File: config.mk
export PLATFORM = sky130hd
export DESIGN_NAME = nzs_dist
export DESIGN_NICKNAME = d
export VERILOG_FILES = /design/src/rtl/nzs_pkg.sv /design/src/rtl/nzs_dist.sv
export SDC_FILE = /design/constraint.sdc
export NUM_CORES = 2
export LEC_CHECK = 0
export BUFFER_PORTS_ARGS = -buffer_cell sky130_fd_sc_hd__buf_4
export CORE_ASPECT_RATIO = 1.75
export CORE_UTILIZATION = 40
export CTS_CLUSTER_DIAMETER = 30
export CTS_CLUSTER_SIZE = 8
export DETAILED_ROUTE_END_ITERATION = 6
export PLACE_DENSITY_LB_ADDON = 0.2
export SYNTH_ARGS = -nofsm -noshare
export SYNTH_HDL_FRONTEND = slang
export SYNTH_SLANG_ARGS = --single-unit
File: constraint.sdc
create_clock -name i_clk -period 17.55 [get_ports i_clk]
set_input_delay 1.755 -clock i_clk [delete_from_list [all_inputs] [get_ports i_clk]]
set_output_delay 1.755 -clock i_clk [all_outputs]
set_load 0.05 [all_outputs]
File: src/rtl/nzs_pkg.sv
`timescale 1ns / 1ps
// ----------------------------------------------------------------------------
// nzs_pkg: shared types and constants for the nearest zone search
// Field widths, beat layout, zone entry format and sequencer states.
// ----------------------------------------------------------------------------
package nzs_pkg;

    localparam int COORD_W    = 16;
    localparam int SURF_W     = 3;
    localparam int SLOT_W     = 3;
    localparam int POSTURE_W  = 3;
    localparam int DIST_W     = 34;
    localparam int SQ_W       = 2 * COORD_W;
    localparam int SLOT_COUNT = 2 ** SLOT_W;

    localparam int S_TDATA_W  = 64;
    localparam int M_TDATA_W  = 40;
    localparam int M_PAD_W    = M_TDATA_W - DIST_W - SLOT_W;

    localparam logic OP_WRITE = 1'b0;
    localparam logic OP_QUERY = 1'b1;

    typedef struct packed {
        logic                       valid;
        logic                       uses_surface;
        logic [SURF_W-1:0]          surface;
        logic signed [COORD_W-1:0]  z;
        logic signed [COORD_W-1:0]  y;
        logic signed [COORD_W-1:0]  x;
    } t_zone;

    typedef struct packed {
        logic [SURF_W-1:0]          surface;
        logic signed [COORD_W-1:0]  z;
        logic signed [COORD_W-1:0]  y;
        logic signed [COORD_W-1:0]  x;
    } t_hit;

    typedef struct packed {
        logic                valid;
        logic                eligible;
        logic [SLOT_W-1:0]   slot;
        logic [DIST_W-1:0]   dist_sq;
    } t_dist_res;

    typedef enum logic [4:0] {
        ST_CLEAR  = 5'b00001,
        ST_IDLE   = 5'b00010,
        ST_SCAN   = 5'b00100,
        ST_DRAIN  = 5'b01000,
        ST_RESULT = 5'b10000
    } t_state;

endpackage

File: src/rtl/nzs_dist.sv
`timescale 1ns / 1ps
// ----------------------------------------------------------------------------
// nzs_dist: squared distance and eligibility unit
// Three-stage pipeline shared by every zone of a scan: absolute differences,
// squares, then the 34-bit sum. Takes one zone per cycle.
// ----------------------------------------------------------------------------
module nzs_dist
    import nzs_pkg::*;
(
    input  logic               i_clk,
    input  logic               i_rst_n,
    input  logic               i_valid,
    input  logic [SLOT_W-1:0]  i_slot,
    input  t_zone              i_entry,
    input  t_hit               i_hit,
    output t_dist_res          o_res,
    output logic               o_busy
);

    function automatic logic [COORD_W-1:0] f_absdiff(
        input logic signed [COORD_W-1:0] a,
        input logic signed [COORD_W-1:0] b
    );
        logic signed [COORD_W:0] d;
        d = {a[COORD_W-1], a} - {b[COORD_W-1], b};
        return d[COORD_W] ? COORD_W'(-d) : d[COORD_W-1:0];
    endfunction

    logic               r_a_v, r_b_v, r_c_v;
    logic               r_a_elig, r_b_elig, r_c_elig;
    logic [SLOT_W-1:0]  r_a_slot, r_b_slot, r_c_slot;
    logic [COORD_W-1:0] r_ax, r_ay, r_az;
    logic [SQ_W-1:0]    r_bx, r_by, r_bz;
    logic [DIST_W-1:0]  r_c_dist;
    logic               w_elig;

    assign w_elig = i_entry.valid &&
                    (!i_entry.uses_surface || (i_entry.surface == i_hit.surface));

    always_ff @(posedge i_clk) begin
        if (!i_rst_n) begin
            r_a_v <= 1'b0;
            r_b_v <= 1'b0;
            r_c_v <= 1'b0;
        end else begin
            r_a_v <= i_valid;
            r_b_v <= r_a_v;
            r_c_v <= r_b_v;
        end
    end

    always_ff @(posedge i_clk) begin
        r_a_elig <= w_elig;
        r_a_slot <= i_slot;
        r_ax     <= f_absdiff(i_entry.x, i_hit.x);
        r_ay     <= f_absdiff(i_entry.y, i_hit.y);
        r_az     <= f_absdiff(i_entry.z, i_hit.z);

        r_b_elig <= r_a_elig;
        r_b_slot <= r_a_slot;
        r_bx     <= SQ_W'(r_ax) * SQ_W'(r_ax);
        r_by     <= SQ_W'(r_ay) * SQ_W'(r_ay);
        r_bz     <= SQ_W'(r_az) * SQ_W'(r_az);

        r_c_elig <= r_b_elig;
        r_c_slot <= r_b_slot;
        r_c_dist <= DIST_W'(r_bx) + DIST_W'(r_by) + DIST_W'(r_bz);
    end

    assign o_res.valid    = r_c_v;
    assign o_res.eligible = r_c_elig;
    assign o_res.slot     = r_c_slot;
    assign o_res.dist_sq  = r_c_dist;
    assign o_busy         = r_a_v | r_b_v | r_c_v;

endmodule

==> run_results.csv <==
group,metric,value,unit
floorplan,die_x,212,um
floorplan,num_io_pins,150,
layout,mostFrequentLayoutCells,"827 x inv_1, 521 x fa_1, 383 x ha_1",
global_route,grt_pass1_vias,24200,
drt,drc,0,
floorplan,rows,134,
clocking,cts_buffers,17,
layout,regArea,0.00380,mm^2
layout,area_growth,8.99,%
layout,fillers,7595,
synthesis,synth_top_flop_cell,"dfxtp_1",
critical_path,critPathLaunchType,"register",
synthesis,ys_seq_area_share,12.3,%
drt,routed_via_density,4.86,
critical_path,worst_setup_path_end_kind,"register",
drt,drtIter0Drc,894,
critical_path,crit_path_top_delay_cell,"dfxtp_1",
synthesis,avgSynthCellArea,9.08,um^2
clocking,clkLatencyLatePin,0.52,ns
placement,io_buffers,149,
critical_path,r2r_slack,10.53,ns
sta,hold_ws,0.330,ns
synthesis,synth-edff-count,0,
global_route,grt_usage,19.7,%
critical_path,crit_required,17.95,ns
worst_hold_path,worstHoldPathType,"register to register",
clocking,cts_setup_buffers,0,
sta,setup-tns-final,0,ns
sta,worst_slew_pin_slew,0.968,ns
worst_hold_path,min_to,"r_b_slot[1]",
critical_path,critPathArrivalTime,7.41,ns
clocking,cts_root_buf,"clkbuf_16",
clocking,tritoncts,"done",
floorplan,die_h,369,um
worst_hold_path,hold_depth,0,
synthesis,synth.distinct_cells,81,
drt,dr.pass1.iters,6,
critical_path,worstSetupPathType,"register to register",
global_route,overflow,0,
synthesis,ys_ff_latch,190,
critical_path,reg2reg_from,"r_ay[5]",
placement,pre_cts_ws,10.53,ns
synthesis,syn_area,0.0308,mm^2
clocking,cts_resized,0,
critical_path,worstPathCellList,"and2_1 > inv_1 > fa_1 > inv_1 > fa_1 > inv_1 > fa_1 > inv_1 > fa_1 > fa_1 > inv_1 > fa_1 > inv_1 > ha_1 > a2111o_1 > a211oi_1 > o21ai_0 > a21oi_1 > a21oi_1 > and2_1 > o21ai_0 > nand2_1 > o311ai_0",
placement,dp.cells,4505,
global_route,antenna_found_initial,2,
sta,drv_slew,0,
critical_path,crit_path_max_fanout,17,
synthesis,yosys_warnings,0,
critical_path,cp_top_family,"adder cells",
synthesis,async_reset_ff_share,0,%
sta,hold_viol_final,0,
layout,layout.cells.non_filler,4539,
drt,drt-total-wl,72300,um
drt,wl_per_cell,15.9,um
drt,detail-route-antenna-nets,0,
global_route,grt_max_degree,21,
sta,skew,0.0222,ns
critical_path,worst-path-buf-inv,6,
status,status,"finished, final reports clean",
clocking,clockBufferDepth,2,
run,drv_cap,0,
sta,setup_viol,0,
placement,hpwl,62200,um
sta,clock.fmax,143,MHz
sta,layout_setup_ws,10.53,ns
placement,gp_congestion,0.844,
synthesis,syn_inst,3397,
clocking,hold_buffers,0,
layout,drive_gt1_share,6.43,%
floorplan,initial_core_util,40.4,%
floorplan,dieArea,0.0782,mm^2
sta,slew_headroom,35.2,%
critical_path,cp_slowest_stage_delay,0.79,ns
critical_path,worst_r2r_endpoint,"r_by[25]",
layout,final_nets,4518,
critical_path,reg2reg_depth,23,
worst_hold_path,worstHoldStart,"r_a_slot[1]",
sta,fin_crit_sh,40.0,%
clocking,htreeDepth,4,
clocking,cts_sinks,190,
floorplan,core_area,0.0763,mm^2
layout,multiInputGateArea,0.0237,mm^2
global_route,grt_pass1_wl,120000,um
sta,fin_crit,7.02,ns
drt,via_count,22100,
clocking,clkTransAtPathRegs,0.09,ns
layout,final_common_cell,"inv_1",
sta,grt_setup_unrepaired,"false",
per-stage QoR:
step / utilization, % / cell area (um^2)
after global placement: 43.3 / 33000
after CTS: 44.0 / 33600
after detailed placement: 43.3 / 33000
final: 44.0 / 33600
after floorplan: - / 30800
after global routing: 44.0 / 33600
per-layer routing:
layer  global-route usage, %  vias to the layer above  wire length (um)
li1                        -                    10800                 -
met1                    20.7                    10900             26900
met2                    39.3                      333             41400
met3                    2.20                      106              1740
met4                    7.23                        0              2240
met5                       0                        -                 0
final cells by class:
type	count	share of cell area, %
diodes	2	0.0149
clock buffers	17	1.27
clock inverters	15	0.518
inverters	827	9.24
multi-input cells	2316	70.4
flip-flops and latches	190	11.3
well taps	1020	3.80
repair buffers	152	3.40
how the worst max path moves through the flow:
stage | start | endpoint | slack, ns | depth (start not counted)
2_1_floorplan | r_ay[9] | r_by[25] | 11.39 | 24
3_3_place_gp | r_ay[5] | r_by[25] | 10.52 | 23
3_5_place_dp | r_ay[6] | r_by[25] | 10.53 | 22
4_1_cts | r_ay[6] | r_by[25] | 10.51 | 22
5_1_grt | r_ay[5] | r_by[25] | 10.05 | 23
6_report | r_ay[5] | r_by[25] | 10.53 | 23
logic make-up after synthesis:
logic type               share of synthesized area, %
adder cells (fa/ha/maj)                          49.4
buffers and inverters                            10.9
AND/OR/NAND/NOR                                  11.6
AO/OA/AOI/OAI                                    9.86
XOR/XNOR                                         5.74
flip-flops                                       12.3
multiplexers                                    0.175
other                                          0.0122
cell usage after synthesis, types with 4 or more instances:
cell type	count	share of area [%]
nor2_1	145	1.8
or3_1	10	0.20
nor3b_1	6	0.15
o21bai_1	24	0.58
a21o_1	50	1.2
a21boi_0	7	0.17
o21ai_1	6	0.097
a31o_2	10	0.28
a211o_1	5	0.14
inv_1	827	10
or2_2	11	0.22
a2111oi_0	4	0.11
o21a_1	24	0.58
a31oi_1	21	0.43
a211oi_1	18	0.44
xnor2_1	143	4.1
a21oi_1	137	2.2
nand2_1	288	3.5
and2_1	132	2.7
and3_1	18	0.37
xor2_1	59	1.7
nand4_1	6	0.12
fa_1	521	34
clkbuf_1	62	0.75
o41ai_1	8	0.23
o31ai_1	12	0.29
o21ai_0	77	1.3
ha_1	383	16
nand2b_1	26	0.53
dfxtp_1	190	12
nor2b_1	24	0.49
o211ai_1	10	0.24
nand3_1	30	0.49
o31a_1	4	0.11
nor3_1	20	0.32
nor4_1	9	0.18
a311oi_1	4	0.11
sequential cells by signal, indices dropped and copies added, names as in the netlist:
name and count:
r_b_v 1, r_c_slot 3, r_c_v 1, r_a_v 1, r_a_elig 1, r_ax 16
r_ay 16, r_a_slot 3, r_c_dist 34, r_b_elig 1, r_bz 31, r_b_slot 3
r_by 31, r_c_elig 1, r_az 16, r_bx 31
Power is not shown: default switching activity piles up to over one toggle a cycle in this logic, so the estimate is an artifact.
